<file path="src/rtl/pmd_pkg.sv">
// ----------------------------------------------------------------------------
// pmd_pkg
// Shared types and codes for the mouse packet decoder.
// ----------------------------------------------------------------------------
package pmd_pkg;

  localparam int unsigned ByteW  = 8;
  localparam int unsigned ValueW = 10;
  localparam int unsigned StepW  = 4;
  localparam int unsigned BtnN   = 5;

  // configuration register indexes
  localparam logic [1:0] CFG_WHEEL_EN = 2'd0;
  localparam logic [1:0] CFG_FIVE_EN  = 2'd1;

  // event kinds
  localparam logic [1:0] KIND_KEY    = 2'd0;
  localparam logic [1:0] KIND_MOTION = 2'd1;
  localparam logic [1:0] KIND_SYNC   = 2'd2;

  // event codes
  localparam logic [2:0] CODE_LEFT   = 3'd0;
  localparam logic [2:0] CODE_RIGHT  = 3'd1;
  localparam logic [2:0] CODE_MIDDLE = 3'd2;
  localparam logic [2:0] CODE_SIDE   = 3'd3;
  localparam logic [2:0] CODE_EXTRA  = 3'd4;
  localparam logic [2:0] CODE_X      = 3'd0;
  localparam logic [2:0] CODE_Y      = 3'd1;
  localparam logic [2:0] CODE_WHEEL  = 3'd2;
  localparam logic [2:0] CODE_NONE   = 3'd0;

  // sequencer steps of the back end
  localparam logic [StepW-1:0] STEP_LEFT   = 4'd0;
  localparam logic [StepW-1:0] STEP_RIGHT  = 4'd1;
  localparam logic [StepW-1:0] STEP_MIDDLE = 4'd2;
  localparam logic [StepW-1:0] STEP_SIDE   = 4'd3;
  localparam logic [StepW-1:0] STEP_EXTRA  = 4'd4;
  localparam logic [StepW-1:0] STEP_X      = 4'd5;
  localparam logic [StepW-1:0] STEP_Y      = 4'd6;
  localparam logic [StepW-1:0] STEP_WHEEL  = 4'd7;
  localparam logic [StepW-1:0] STEP_SYNC   = 4'd8;

  // one completed packet
  typedef struct packed {
    logic [ByteW-1:0] b0;
    logic [ByteW-1:0] b1;
    logic [ByteW-1:0] b2;
    logic [ByteW-1:0] b3;
    logic             wheel;
    logic             five;
  } pmd_pkt_t;

  // front end to queue
  typedef struct packed {
    logic     push;
    pmd_pkt_t pkt;
  } pmd_push_t;

endpackage

</file>
<file path="src/rtl/pmd_front.sv">
// ----------------------------------------------------------------------------
// pmd_front
// Byte assembler: resyncs on bit 3 of the first byte, collects a packet.
// ----------------------------------------------------------------------------
module pmd_front (
  input  logic                    clk_i,
  input  logic                    rst_ni,
  input  logic                    accept_i,
  input  logic [pmd_pkg::ByteW-1:0] rx_byte_i,
  input  logic                    wheel_en_i,
  input  logic                    five_en_i,
  output pmd_pkg::pmd_push_t      push_o
);
  import pmd_pkg::*;

  logic [1:0]       pos_q, pos_d;
  logic [ByteW-1:0] pb_q [3];
  logic             drop, store, done;

  always_comb begin
    drop  = (pos_q == 2'd0) && !rx_byte_i[3];
    // packet ends after byte two with the wheel off, or after byte three
    done  = !drop && ((pos_q == 2'd3) || ((pos_q == 2'd2) && !wheel_en_i));
    store = !drop && !done;
    pos_d = pos_q;
    if (accept_i) begin
      if (store) begin
        pos_d = pos_q + 2'd1;
      end else begin
        pos_d = 2'd0;
      end
    end
  end

  always_ff @(posedge clk_i or negedge rst_ni) begin
    if (!rst_ni) begin
      pos_q <= 2'd0;
    end else begin
      pos_q <= pos_d;
    end
  end

  always_ff @(posedge clk_i) begin
    if (accept_i && store) begin
      pb_q[pos_q] <= rx_byte_i;
    end
  end

  always_comb begin
    push_o.push      = accept_i && done;
    push_o.pkt.b0    = pb_q[0];
    push_o.pkt.b1    = pb_q[1];
    push_o.pkt.b2    = (pos_q == 2'd2) ? rx_byte_i : pb_q[2];
    push_o.pkt.b3    = wheel_en_i ? rx_byte_i : '0;
    push_o.pkt.wheel = wheel_en_i;
    push_o.pkt.five  = five_en_i;
  end

endmodule

</file>
<file path="src/rtl/pmd_pkt_fifo.sv">
// ----------------------------------------------------------------------------
// pmd_pkt_fifo
// Two-entry packet queue between the assembler and the event sequencer.
// ----------------------------------------------------------------------------
module pmd_pkt_fifo (
  input  logic               clk_i,
  input  logic               rst_ni,
  input  pmd_pkg::pmd_push_t push_i,
  input  logic               pop_i,
  output logic               full_o,
  output logic               nonempty_o,
  output pmd_pkg::pmd_pkt_t  head_o
);
  import pmd_pkg::*;

  pmd_pkt_t   mem_q [2];
  logic       wr_q, rd_q;
  logic [1:0] cnt_q;
  logic       do_push, do_pop;

  assign full_o     = (cnt_q == 2'd2);
  assign nonempty_o = (cnt_q != 2'd0);
  assign do_push    = push_i.push && !full_o;
  assign do_pop     = pop_i && nonempty_o;
  assign head_o     = mem_q[rd_q];

  always_ff @(posedge clk_i or negedge rst_ni) begin
    if (!rst_ni) begin
      wr_q  <= 1'b0;
      rd_q  <= 1'b0;
      cnt_q <= 2'd0;
    end else begin
      if (do_push) begin
        wr_q <= ~wr_q;
      end
      if (do_pop) begin
        rd_q <= ~rd_q;
      end
      if (do_push && !do_pop) begin
        cnt_q <= cnt_q + 2'd1;
      end else if (do_pop && !do_push) begin
        cnt_q <= cnt_q - 2'd1;
      end
    end
  end

  always_ff @(posedge clk_i) begin
    if (do_push) begin
      mem_q[wr_q] <= push_i.pkt;
    end
  end

endmodule

</file>
<file path="src/rtl/pmd_back.sv">
// ----------------------------------------------------------------------------
// pmd_back
// Event sequencer: walks the nine event slots of a packet, one per cycle
// unless an event waits on the output register, and keeps the button state.
// ----------------------------------------------------------------------------
module pmd_back (
  input  logic                             clk_i,
  input  logic                             rst_ni,
  input  logic                             pkt_valid_i,
  input  pmd_pkg::pmd_pkt_t                pkt_i,
  output logic                             pkt_pop_o,
  input  logic                             pop_i,
  output logic                             empty_o,
  output logic [1:0]                       event_kind_o,
  output logic [2:0]                       event_code_o,
  output logic signed [pmd_pkg::ValueW-1:0] event_value_o,
  output logic                             last_event_o
);
  import pmd_pkg::*;

  logic [StepW-1:0]  step_q;
  logic [BtnN-1:0]   btn_q;
  logic              out_valid_q;
  logic [1:0]        kind_q;
  logic [2:0]        code_q;
  logic [ValueW-1:0] value_q;
  logic              last_q;

  logic              emit, is_btn, pressed, out_free, advance;
  logic [2:0]        btn_idx;
  logic [1:0]        kind;
  logic [2:0]        code;
  logic [ValueW-1:0] value, x_val, y_val, w_val;

  always_comb begin
    x_val = {pkt_i.b0[4], pkt_i.b0[4], pkt_i.b1};
    y_val = ValueW'(0) - {pkt_i.b0[5], pkt_i.b0[5], pkt_i.b2};
    w_val = {6'd0, pkt_i.b3[3], 3'd0} - {7'd0, pkt_i.b3[2:0]};
  end

  always_comb begin
    emit    = 1'b0;
    is_btn  = 1'b0;
    pressed = 1'b0;
    btn_idx = step_q[2:0];
    kind    = KIND_KEY;
    code    = step_q[2:0];
    value   = '0;
    case (step_q)
      STEP_LEFT: begin
        is_btn  = 1'b1;
        pressed = pkt_i.b0[0];
      end
      STEP_RIGHT: begin
        is_btn  = 1'b1;
        pressed = pkt_i.b0[1];
      end
      STEP_MIDDLE: begin
        is_btn  = 1'b1;
        pressed = pkt_i.b0[2];
      end
      STEP_SIDE: begin
        is_btn  = pkt_i.five;
        pressed = pkt_i.b3[4];
      end
      STEP_EXTRA: begin
        is_btn  = pkt_i.five;
        pressed = pkt_i.b3[5];
      end
      STEP_X: begin
        kind  = KIND_MOTION;
        code  = CODE_X;
        value = x_val;
        emit  = (x_val != '0);
      end
      STEP_Y: begin
        kind  = KIND_MOTION;
        code  = CODE_Y;
        value = y_val;
        emit  = (y_val != '0);
      end
      STEP_WHEEL: begin
        kind  = KIND_MOTION;
        code  = CODE_WHEEL;
        value = w_val;
        emit  = pkt_i.wheel && (w_val != '0);
      end
      STEP_SYNC: begin
        kind = KIND_SYNC;
        code = CODE_NONE;
        emit = 1'b1;
      end
      default: begin
        emit = 1'b0;
      end
    endcase
    if (is_btn) begin
      emit  = (pressed != btn_q[btn_idx]);
      value = {{(ValueW-1){1'b0}}, pressed};
    end
  end

  assign out_free  = !out_valid_q || pop_i;
  assign advance   = pkt_valid_i && (!emit || out_free);
  assign pkt_pop_o = advance && (step_q == STEP_SYNC);

  always_ff @(posedge clk_i or negedge rst_ni) begin
    if (!rst_ni) begin
      step_q      <= STEP_LEFT;
      btn_q       <= '0;
      out_valid_q <= 1'b0;
    end else begin
      if (advance) begin
        step_q <= (step_q == STEP_SYNC) ? STEP_LEFT : step_q + 4'd1;
        if (is_btn && emit) begin
          btn_q[btn_idx] <= pressed;
        end
      end
      if (advance && emit) begin
        out_valid_q <= 1'b1;
      end else if (pop_i) begin
        out_valid_q <= 1'b0;
      end
    end
  end

  always_ff @(posedge clk_i) begin
    if (advance && emit) begin
      kind_q  <= kind;
      code_q  <= code;
      value_q <= value;
      last_q  <= (step_q == STEP_SYNC);
    end
  end

  assign empty_o       = !out_valid_q;
  assign event_kind_o  = kind_q;
  assign event_code_o  = code_q;
  assign event_value_o = value_q;
  assign last_event_o  = last_q;

endmodule

</file>
<file path="src/rtl/ps2_mouse_packet_decoder_core.sv">
// ----------------------------------------------------------------------------
// ps2_mouse_packet_decoder_core
// PS/2 mouse packet decoder with wheel and five-button support.
// ----------------------------------------------------------------------------
// Bytes are taken one per cycle into the assembler while full is low; a
// finished packet goes into a two-entry queue, and the event sequencer walks
// the nine event slots of the oldest packet (five buttons, x, y, wheel, sync)
// at one slot per cycle whether or not a slot produces an event, unless an
// event waits for the output register. full rises only while the packet queue
// holds two packets. Events sit in one output register, refilled in the cycle
// it is popped. The configuration registers sit behind cfg_ready_o, which is
// always high; wheel and five-button mode are sampled when a packet ends.
module ps2_mouse_packet_decoder_core (
  input  logic                               clk_i,
  input  logic                               rst_ni,
  input  logic                               push,
  output logic                               full,
  input  logic [pmd_pkg::ByteW-1:0]          rx_byte_i,
  output logic                               empty,
  input  logic                               pop,
  output logic [1:0]                         event_kind_o,
  output logic [2:0]                         event_code_o,
  output logic signed [pmd_pkg::ValueW-1:0]  event_value_o,
  output logic                               last_event_o,
  input  logic                               cfg_valid_i,
  output logic                               cfg_ready_o,
  input  logic [1:0]                         cfg_index_i,
  input  logic                               cfg_data_i
);
  import pmd_pkg::*;

  logic      wheel_en_q, five_en_q;
  logic      accept;
  pmd_push_t push_w;
  pmd_pkt_t  head;
  logic      q_full, q_nonempty, q_pop;

  assign cfg_ready_o = 1'b1;

  always_ff @(posedge clk_i or negedge rst_ni) begin
    if (!rst_ni) begin
      wheel_en_q <= 1'b0;
      five_en_q  <= 1'b0;
    end else if (cfg_valid_i && cfg_ready_o) begin
      if (cfg_index_i == CFG_WHEEL_EN) begin
        wheel_en_q <= cfg_data_i;
      end else if (cfg_index_i == CFG_FIVE_EN) begin
        five_en_q <= cfg_data_i;
      end
    end
  end

  assign full   = q_full;
  assign accept = push && !q_full;

  pmd_front u_front (
    .clk_i      (clk_i),
    .rst_ni     (rst_ni),
    .accept_i   (accept),
    .rx_byte_i  (rx_byte_i),
    .wheel_en_i (wheel_en_q),
    .five_en_i  (five_en_q),
    .push_o     (push_w)
  );

  pmd_pkt_fifo u_fifo (
    .clk_i      (clk_i),
    .rst_ni     (rst_ni),
    .push_i     (push_w),
    .pop_i      (q_pop),
    .full_o     (q_full),
    .nonempty_o (q_nonempty),
    .head_o     (head)
  );

  pmd_back u_back (
    .clk_i         (clk_i),
    .rst_ni        (rst_ni),
    .pkt_valid_i   (q_nonempty),
    .pkt_i         (head),
    .pkt_pop_o     (q_pop),
    .pop_i         (pop),
    .empty_o       (empty),
    .event_kind_o  (event_kind_o),
    .event_code_o  (event_code_o),
    .event_value_o (event_value_o),
    .last_event_o  (last_event_o)
  );

endmodule

</file>
<file path="config.mk">
export PLATFORM = sky130hd
export DESIGN_NAME = ps2_mouse_packet_decoder_core
export DESIGN_NICKNAME = d
export VERILOG_FILES = /design/src/rtl/pmd_pkg.sv /design/src/rtl/pmd_front.sv /design/src/rtl/pmd_pkt_fifo.sv /design/src/rtl/pmd_back.sv /design/src/rtl/ps2_mouse_packet_decoder_core.sv
export SDC_FILE = /design/constraint.sdc
export NUM_CORES = 1
export LEC_CHECK = 0
export ABC_CLOCK_PERIOD_IN_PS = 3900
export BUFFER_PORTS_ARGS = -buffer_cell sky130_fd_sc_hd__buf_2
export CAP_MARGIN = 20
export CORE_AREA = 2 2 152 124
export CTS_CLUSTER_SIZE = 16
export DETAILED_ROUTE_END_ITERATION = 6
export DIE_AREA = 0 0 154 126
export HOLD_SLACK_MARGIN = 0.1
export RECOVER_POWER = 25
export SYNTH_ARGS = -nofsm -noshare
export SYNTH_HDL_FRONTEND = slang
export SYNTH_SLANG_ARGS = --single-unit
</file>
<file path="constraint.sdc">
create_clock -name clk_i -period 3.9 [get_ports clk_i]
set_clock_uncertainty 0.2 [all_clocks]
set_input_delay 0.195 -clock clk_i [delete_from_list [all_inputs] [get_ports clk_i]]
set_output_delay 0.195 -clock clk_i [all_outputs]
set_load 0.05 [all_outputs]
</file>
Word-level counts from Yosys, hierarchy flattened:

Memory sizes are Yosys's and may differ from the RTL's.
Index checks and enable logic that the tools add are counted.

* register bits: 34
* output and inout port bits: 19
* input port bits: 16
* bits in writable memories: 92
* memories: 2

Memories
* u_fifo.mem_q: words 2, width 34, read ports 1, clocked after Yosys merged registers in 0, write ports 1, line pmd_pkt_fifo.sv:16 `pmd_pkt_t mem_q [2];`
* u_front.pb_q: words 3, width 8, read ports 3, clocked after Yosys merged registers in 0, write ports 1, line pmd_front.sv:17 `logic [ByteW-1:0] pb_q [3];`

* add/sub/neg operators: 6
* equality and inequality tests: 13
* reductions and logical operators: 45
* $lt $le $gt $ge: 2
* mux-type cells: 25
* bitwise operators: 3

Operators with widths (count)
* one-hot mux 10 bit (3 select lines): 1
* nonzero test 10 bit: 3
* logical AND 1 bit: 17
* equality test 4 x 3 -> 1 bit, second input constant: 4
* two-way mux 8 bit: 2
* two-way mux 1 bit: 10
* subtractor 1 x 9 -> 10 bit, first input constant: 1
* logical NOT 1 bit: 9
* one-hot mux 3 bit (3 select lines): 1
* equality test 4 x 2 -> 1 bit, second input constant: 2
* equality test 2 bit, second input constant: 3
* two-way mux 2 bit: 3
* nonzero test 2 bit: 3
* OR reduction 3 bit: 2
* bitwise mux 5 bit: 1
* one-hot mux 1 bit (5 select lines): 1
* subtractor 4 x 3 -> 5 bit: 1
* adder 2 x 1 -> 2 bit, second input constant: 2
* adder 4 x 1 -> 4 bit, second input constant: 1
* equality test 4 x 1 -> 1 bit, second input constant: 1
* equality test 4 bit, second input constant: 1
* logical NOT 2 bit: 2
* logical NOT 4 bit: 1
* less-than comparator 3 x 4 -> 1 bit, second input constant: 1
* other kinds (15): 21

Depth between registers and ports, before layout:

Gate-level depths: netlist of run 1.
An unclocked memory read counts as a cell.

* depth after elaboration: 14
* gate-level depth with buffers: 14
* depth with buffers taken out: 9

Cells and area by module:

Synthesis of run 1 repeated with hierarchy kept, for this count alone.

* cell total of the unflattened synthesis: 379
* area, all modules: 5784.3 um^2

By module, submodules not included
* pmd_pkt_fifo: cells each 125, sequential area each 2142.1 um^2, area an instance 2805.2 um^2, instances 1
* pmd_back: cells each 182, sequential area each 730.7 um^2, area an instance 1784.2 um^2, instances 1
* pmd_front: cells each 63, sequential area each 770.7 um^2, area an instance 1089.8 um^2, instances 1
* ps2_mouse_packet_decoder_core: cells each 9, sequential area each 50.0 um^2, area an instance 105.1 um^2, instances 1

Least setup slack after synthesis of run 1:

OpenSTA, ideal clock, no wires.

* kind: flip-flop to flip-flop
* from: register u_fifo.rd_q
* to: register u_back.code_q[0], in the netlist u_back.event_code_o[0] (enable)
* period minus slack after synthesis: 3.930 ns
* setup slack: -0.030 ns
* stages on the path, launching flop included: 14
* setup time: 0.388 ns
* data arrival time: 3.341 ns
* path buffers: 5
* path through: dfrtp_1 > buf_6 > buf_12 > buf_4 > buf_2 > buf_2 > mux2i_1 > ha_1 > o211ai_1 > xnor2_1 > o22ai_2 > a311oi_2 > nor2_1 > nor2_1

* word-level cells in the longest chain between the ends: 10
* elaborated cells between the ends (all ways): 16

Ends and longest elaborated chain
* from (decl): line pmd_pkt_fifo.sv:17 `logic wr_q, rd_q;`
* from (signal assigned): line pmd_pkt_fifo.sv:37 `rd_q <= ~rd_q;`
* memory (2 x 34 bit) *
* branches (longest 4 deep; another with subtractor 1 x 9 -> 10 bit)
* two-way mux 1 bit *: line pmd_back.sv:97 `if (is_btn) begin`
* logical NOT 1 bit: line pmd_back.sv:104 `assign advance = pkt_valid_i && (!emit || out_free);`
* logical OR 1 bit: line pmd_back.sv:104
* logical AND 1 bit: line pmd_back.sv:104
* logical AND 1 bit *: line pmd_back.sv:128 `if (advance && emit) begin`
* to (signal assigned): line pmd_back.sv:130 `code_q <= code;`
* to (decl): line pmd_back.sv:25 `logic [2:0] code_q;`

Every way passes the cells marked *.
A chain may end at the register's enable or synchronous reset.

Final worst setup path of run 1:

* from: register u_fifo.rd_q
* to: register u_back.value_q[6], in the netlist u_back.event_value_o[6] (enable)

* word-level cells in the longest chain between the ends: 10
* elaborated cells between the ends (all ways): 16

Ends and longest elaborated chain
* memory (2 x 34 bit) *
* branches (longest 4 deep; another with subtractor 1 x 9 -> 10 bit)
* two-way mux 1 bit *: line pmd_back.sv:97
* logical NOT 1 bit: line pmd_back.sv:104
* logical OR 1 bit: line pmd_back.sv:104
* logical AND 1 bit: line pmd_back.sv:104
* logical AND 1 bit *: line pmd_back.sv:128
* to (signal assigned): line pmd_back.sv:131 `value_q <= value;`
* to (decl): line pmd_back.sv:26 `logic [ValueW-1:0] value_q;`

Marks and branches as above.

==> metrics.md, run 1 <==
| Metric | Value |
|---|---|
| RR Startpoint | `u_fifo.rd_q` |
| PnR Total Power | `between 5 and 6 mW` |
| Ys Warns | `0` |
| Hold buffers post-CTS | `17` |
| Non-filler cells, final | `681` |
| Arrival time at the worst endpoint | `around 3.4 ns` |
| Post-CTS Resized | `0` |
| Diode count | `0` |
| Share of cells above drive strength 1 | `0.2151` |
| Mean post-synth cell area | `~14 sq um` |
| Placement Cell Area | `5674 sq um` |
| Die area | `a little under 20000 sq um` |
| Worst slew pin tran | `slightly below 0.9 ns` |
| Utilization after layout | `0.3604` |
| Minimum clock period | `3.513 ns` |
| Worst Path Required | `between 3 and 4 ns` |
| Gr usage total | `0.1191` |
| Setup ws final | `between 0.3 and 0.4 ns` |
| Cells after Synth | `about 380` |
| Placed cell count | `around 630` |
| Crit Reg-Reg Endpoint | `u_back.event_value_o[6]` |
| Synthesized flop and latch total | `113` |
| Root Buffer Master | `clkbuf_16` |
| Crit Path Category | `reg -> reg` |
| Post-synth EDFFs | `95` |
| Static leakage | `between 2 and 2.5 nW` |
| WL final | `10960 um` |
| Outcome | `complete, no violations` |
| Reg-to-reg setup timing slack | `0.39 ns` |
| Setup TNS | `0 ns` |
| R2R cell count | `9` |
| WHS Endpoint | `u_fifo.mem_q[1][20]` |
| Commonest cells after routing, fill and taps aside | `edfxtp_1, buf_2, nand2_1, nor2_1, mux2_2` |
| Initial antenna violation count | `0` |
| Starting Density | `0.2941` |
| Largest net degree at the start of global routing | `30` |
| Post-layout instance area | `approximately 6400 sq um` |
| CP Capture Type | `flop` |
| DP Worst Slack | `about 0.44 ns` |
| Port Buffers | `33` |
| Worst-Skew Late Latency | `0.41 ns` |
| Die width | `between 150 and 200 um` |
| Wire per inst | `~16 um` |
| Period utilisation layout | `0.9007` |
| Number of global-route vias before repair | `between 3000 and 4000` |
| CTS clk-pin slew, worst paths | `~0.050 ns` |
| Top cell type by total area after synthesis | `edfxtp_1` |
| ANT nets after route | `0` |
| Core Area | `roughly 18000 sq um` |
| CTS tree | `built` |
| Net Count, Synth | `405` |
| Drt drc | `0` |
| Synth area leaders | `edfxtp_1, dfrtp_1, mux2_2` |
| Slew Limit Fails | `0` |
| Mapped Area | `roughly 5300 sq um` |
| Slew Limit Headroom | `0.4026` |
| Iteration count of the initial detailed-routing pass | `4` |
| Worst vdd ir | `roughly 0.0003 V` |
| Final hold vios | `0` |
| Min-delay worst type | `reg -> reg` |
| Hold path cells | `0` |
| CTS Buf Count | `17` |
| Max Clk Rate | `284.7 MHz` |
| Worst Min Path Start | `u_front.pb_q[1][2]` |
| Sequential element share of the synthesized area | `0.6277` |
| Startpoint Class | `flop` |
| P per Cell Area | `roughly 800 nW/um^2` |
| Initial DRC Count | `236` |
| Final setup violation count | `0` |
| GRT overflow | `0` |
| Top FF cell, synth | `edfxtp_1` |
| Post-synth top area share | `0.5421` |
| Vias post-DR | `around 3200` |
| Synth cell types | `64` |
| Htree depth | `4` |
| Cell Rows | `44` |
| Detailed Place HPWL | `between 7000 and 8000 um` |
| Final Net Count | `about 470` |
| Clk buf depth | `2` |
| Post-CTS Setup Repair Bufs | `0` |
| Hold WS | `about 0.24 ns` |
| I/O pins | `35` |
| FFs w/ async S/R, synth | `0.1593` |
| Worst-path maximum fanout | `25` |
| Vias per cell | `~4.8` |
| Most common cell after layout, fill and taps aside | `edfxtp_1` |
| Routability cong. | `approximately 0.86` |
| CTS sink cnt | `approximately 110` |
| Maximum Capacitance Violations | `0` |
| Die Span Y | `between 100 and 150 um` |
| RSZ-0062 raised after global routing | `no` |
| First-pass GRT wire length | `17630 um` |
| Area Overhead vs Synth | `22.54%` |
## per-layer routing
layer,vias up,GRT usage,part of all wire
li1,1559,-,-
met1,1581,0.1764,0.52
met2,93,0.1620,0.42
met3,12,0.03304,0.047
met4,0,0.05113,0.013
met5,-,0,0
## worst max-delay path, cell delays in order (launching register included)
cell and delay, ns:
dfrtp_2 0.70, buf_4 0.40, nor3b_2 0.27, o211ai_1 0.23
o221ai_1 0.21, o21ai_0 0.18, a311oi_2 0.52, nor2_1 0.14
nor2_2 0.11, buf_4 0.24
## worst max-delay path by stage
| stage | from | endpoint | slack, ns | cells after the start |
|---|---|---|---|---|
| after floorplan | u_front.pos_q[0] | u_fifo.mem_q[0][0] | 0.09 | 5 |
| after global placement | u_fifo.rd_q | u_back.event_value_o[8] | 0.53 | 9 |
| after detailed placement | u_fifo.rd_q | u_back.event_value_o[5] | 0.44 | 9 |
| after CTS | u_fifo.rd_q | u_back.event_value_o[6] | 0.42 | 9 |
| after global routing | u_fifo.rd_q | u_back.event_value_o[1] | 0.17 | 9 |
| final | u_fifo.rd_q | u_back.event_value_o[6] | 0.39 | 9 |
## state kept, by name, indices dropped and copies added, names as in the netlist, 2 cells and up
| register | flops |
|---|---|
| u_fifo.mem_q | 58 |
| u_front.pb_q | 21 |
| u_back.event_value_o | 10 |
| u_back.btn_q | 5 |
| u_back.step_q | 4 |
| u_back.event_code_o | 3 |
| u_back.event_kind_o | 2 |
| u_fifo.cnt_q | 2 |
| u_front.pos_q | 2 |
## Yosys cell counts, drive strengths merged (3+ instances only)
library cell  number
ha                12
buf                7
nor2              23
a22oi              3
nand3              7
nor4              11
nor3               5
inv               14
xor2               9
xnor2              6
and2              12
o21ai             12
or3                3
mux2i             17
o31ai              7
o21a               3
edfxtp            95
mux2              29
o22ai              5
a21oi             12
clkbuf             5
nand2b             5
dfrtp             18
nand2             23
## cell type report
class | count | area, sq um
clock buffer | 21 | 460.4
clock inverter | 11 | 153.9
fill | 1687 | 11440
inverter | 14 | 52.55
multi-input combinational | 238 | 1834
sequential | 113 | 3304
tap | 230 | 287.8
timing repair buffer | 54 | 355.3
## power breakdown
part	internal, mW	total (mW)	leakage [nW]	switching (mW)
combinational	0.587	1.73	0.958	1.14
clock	1.04	1.57	0.294	0.532
sequential	1.63	1.84	1.09	0.211
## cell families after synthesis
logic type / Yosys count / share of synthesized area
adders and majority gates: 12 / 0.02853
buffers and inverters: 26 / 0.02520
muxes: 46 / 0.09819
AOI/OAI and AO/OA: 64 / 0.09106
other: 1 / 0.0007126
and+or+nand+nor: 100 / 0.1037
DFF: 113 / 0.6277
xor gates and xnor gates: 15 / 0.02497
Power figures use the tool's default switching activity.
==> inputs of run 2 (changes only) <==
--- a/config.mk
+++ b/config.mk
@@ -8,12 +8,13 @@
 export ABC_CLOCK_PERIOD_IN_PS = 3900
 export BUFFER_PORTS_ARGS = -buffer_cell sky130_fd_sc_hd__buf_2
 export CAP_MARGIN = 20
-export CORE_AREA = 2 2 152 124
+export CORE_AREA = 2 2 159 130
 export CTS_CLUSTER_SIZE = 16
 export DETAILED_ROUTE_END_ITERATION = 6
-export DIE_AREA = 0 0 154 126
+export DIE_AREA = 0 0 161 132
 export HOLD_SLACK_MARGIN = 0.1
 export RECOVER_POWER = 25
 export SYNTH_ARGS = -nofsm -noshare
 export SYNTH_HDL_FRONTEND = slang
+export SYNTH_HIERARCHICAL = 1
 export SYNTH_SLANG_ARGS = --single-unit
==> metrics.md, run 2 <==
| Metric | Value |
|---|---|
| CTS sink cnt | `113 (unchanged)` |
| Area Overhead vs Synth | `22.02% (was 22.54%)` |
| Switching Power | `1.920 mW (was 1.881 mW)` |
| Reg-to-reg setup timing slack | `0.22 ns (was 0.39 ns)` |
| Max reg flops | `58 (unchanged)` |
| Vias per cell | `4.431 (was 4.765)` |
| WL final | `10800 um (was 10960 um)` |
| Initial antenna violation count | `0 (unchanged)` |
| Switching share of power | `0.3643 (was 0.3658)` |
| Routability cong. | `0.8108 (was 0.8573)` |
| RSZ-0062 raised after global routing | `no (unchanged)` |
| Number of global-route vias before repair | `3099 (was 3255)` |
| Maximum Capacitance Violations | `0 (unchanged)` |
| Cell Rows | `46 (was 44)` |
| Clock power share | `0.274 (was 0.306)` |
| Die area | `21250 sq um (was 19400 sq um)` |
| RR Startpoint | `u_fifo/rd_q (was u_fifo.rd_q)` |
| Slew Limit Headroom | `0.2050 (was 0.4026)` |
| WHS Endpoint | `u_fifo/mem_q[1][27] (was u_fifo.mem_q[1][20])` |
| Max Clk Rate | `271.5 MHz (was 284.7 MHz)` |
| Share of cells above drive strength 1 | `0.2867 (was 0.2151)` |
| Die Span Y | `132 um (was 126 um)` |
| Most flops, register | `u_fifo/mem_q (was u_fifo.mem_q)` |
| Detailed Place HPWL | `7680 um (was 7903 um)` |
| Hold path cells | `0 (unchanged)` |
| CTS Buf Count | `17 (unchanged)` |
| Int Pwr | `3.350 mW (was 3.261 mW)` |
| Mean post-synth cell area | `14.80 sq um (was 13.96 sq um)` |
| Outcome | `complete, no violations (unchanged)` |
| Worst Min Path Start | `u_front/pb_q[0][1] (was u_front.pb_q[1][2])` |
| Worst-path maximum fanout | `7 (was 25)` |
| Arrival time at the worst endpoint | `3.81 ns (was 3.41 ns)` |
| GRT overflow | `0 (unchanged)` |
| First-pass GRT wire length | `17180 um (was 17630 um)` |
| Crit Path Category | `reg -> reg (unchanged)` |
| CP Capture Type | `flop (unchanged)` |
| Diode count | `0 (unchanged)` |
| Setup ws final | `0.2169 ns (was 0.3871 ns)` |
| DP Worst Slack | `0.04947 ns (was 0.4441 ns)` |
| I/O pins | `35 (unchanged)` |
| Starting Density | `0.2715 (was 0.2941)` |
| Die width | `161 um (was 154 um)` |
| CTS tree | `built (unchanged)` |
| Setup TNS | `0 ns (unchanged)` |
| Area of the multi-input gates | `1813 sq um (was 1834 sq um)` |
| Root Buffer Master | `clkbuf_16 (unchanged)` |
| Initial DRC Count | `295 (was 236)` |
| Iteration count of the initial detailed-routing pass | `5 (was 4)` |
| Mapped Area | `5314 sq um (was 5263 sq um)` |
| Worst slew pin tran | `1.193 ns (was 0.8931 ns)` |
| Worst Path Required | `4.03 ns (was 3.79 ns)` |
| Final Net Count | `451 (was 466)` |
| Commonest cells after routing, fill and taps aside | `edfxtp_1, mux2_4, buf_2 (was edfxtp_1, buf_2, nand2_1, nor2_1, mux2_2)` |
| R2R cell count | `11 (was 9)` |
| Clk buf depth | `2 (unchanged)` |
| Port Buffers | `33 (unchanged)` |
| Htree depth | `4 (unchanged)` |
| Minimum clock period | `3.683 ns (was 3.513 ns)` |
| Final setup violation count | `0 (unchanged)` |
| Post-layout instance area | `6484 sq um (was 6449 sq um)` |
| Ys Warns | `6 (was 0)` |
| Startpoint Class | `flop (unchanged)` |
| Wire per inst | `15.42 um (was 16.09 um)` |
| Fillers | `1913 (was 1687)` |
| Worst-Skew Late Latency | `0.41 ns (about the same)` |
| Crit Reg-Reg Endpoint | `u_fifo/cnt_q[1] (was u_back.event_value_o[6])` |
| Most common cell after layout, fill and taps aside | `edfxtp_1 (unchanged)` |
| Seq. cell area | `3304 sq um (unchanged)` |
| Worst vdd ir | `0.0004303 V (was 0.0003082 V)` |
| Gr usage total | `0.1065 (was 0.1191)` |
| Net Count, Synth | `387 (was 405)` |
| Period utilisation layout | `0.9444 (was 0.9007)` |
| ANT nets after route | `0 (unchanged)` |
| Logic gate share of total power | `0.381 (was 0.336)` |
| Final hold vios | `0 (unchanged)` |
| Vias post-DR | `3102 (was 3245)` |
| Min-delay worst type | `reg -> reg (unchanged)` |
| Static leakage | `2.420 nW (was 2.344 nW)` |
| Placement Cell Area | `5777 sq um (was 5674 sq um)` |
| Drt drc | `0 (unchanged)` |
| Cells after Synth | `359 (was 377)` |
| Core Area | `19570 sq um (was 17890 sq um)` |
| Flop pwr share | `0.344 (was 0.358)` |
| Hold WS | `0.2430 ns (was 0.2431 ns)` |
| P per Cell Area | `812.9 nW/um^2 (was 797.5 nW/um^2)` |
| Slew Limit Fails | `0 (unchanged)` |
| CTS clk-pin slew, worst paths | `0.05 ns (about the same)` |
| Largest net degree at the start of global routing | `30 (unchanged)` |
run 2: power by group through the flow:
stage	Sequential [mW]	Clock, mW	Combinational (mW)
after floorplan	2.09	0	1.28
after global placement	1.83	0	1.92
after detailed placement	1.84	0	1.96
after CTS	1.82	1.48	1.99
after global routing	1.85	1.54	2.16
final	1.82	1.45	2.01
run 2: through the flow:
step,instances,utilization,power (mW)
after floorplan,359,-,3.378
after global placement,653,0.2952,3.748
after detailed placement,653,0.2952,3.804
after CTS,700,0.3313,5.288
after global routing,700,0.3313,5.545
final,700,0.3313,5.271
run 2: critical path, stage by stage (launching register included):
cell and delay, ns:
dfrtp_2 0.47, buf_4 0.19, mux2_4 0.33, or4_1 0.59
mux2i_1 0.16, o41a_1 0.48, o31a_4 0.35, nor2_1 0.11
nand2_2 0.08, ha_1 0.34, nor2_1 0.15, xor2_1 0.16
run 2: repair_timing:
item,4_1_cts,5_1_grt
hold buffers,15,0
buffers inserted,0,0
gates resized for setup,1,3
setup endpoints to repair,1,2
endpoints found under the hold margin,72,0
run 2: layout make-up:
| type | instances | area share |
|---|---|---|
| clock inverter | 12 | 0.01814 |
| tap | 264 | 0.05095 |
| timing repair buffer | 61 | 0.06214 |
| clock buffer | 20 | 0.06735 |
| inverter | 21 | 0.01216 |
| sequential | 113 | 0.5096 |
| multi-input combinational | 209 | 0.2796 |
run 2: layer usage:
metal	track usage	vias to the layer above	routed length, um
li1	-	1480	-
met1	0.1561	1528	5548
met2	0.1450	87	4553
met3	0.03523	7	610
met4	0.03869	0	82
met5	0	-	0
run 2: worst max-delay path by stage:
stage | startpoint | to | slack (ns) | cells after the start
6_report | u_fifo/rd_q | u_fifo/cnt_q[1] | 0.22 | 11
5_1_grt | u_fifo/rd_q | u_fifo/cnt_q[1] | 0.07 | 11
4_1_cts | u_fifo/rd_q | u_fifo/cnt_q[1] | 0.07 | 12
3_5_place_dp | u_fifo/rd_q | u_fifo/cnt_q[1] | 0.05 | 12
3_3_place_gp | u_fifo/rd_q | u_fifo/cnt_q[1] | 0.22 | 12
2_1_floorplan | u_fifo/rd_q | u_fifo/cnt_q[1] | 0.14 | 14
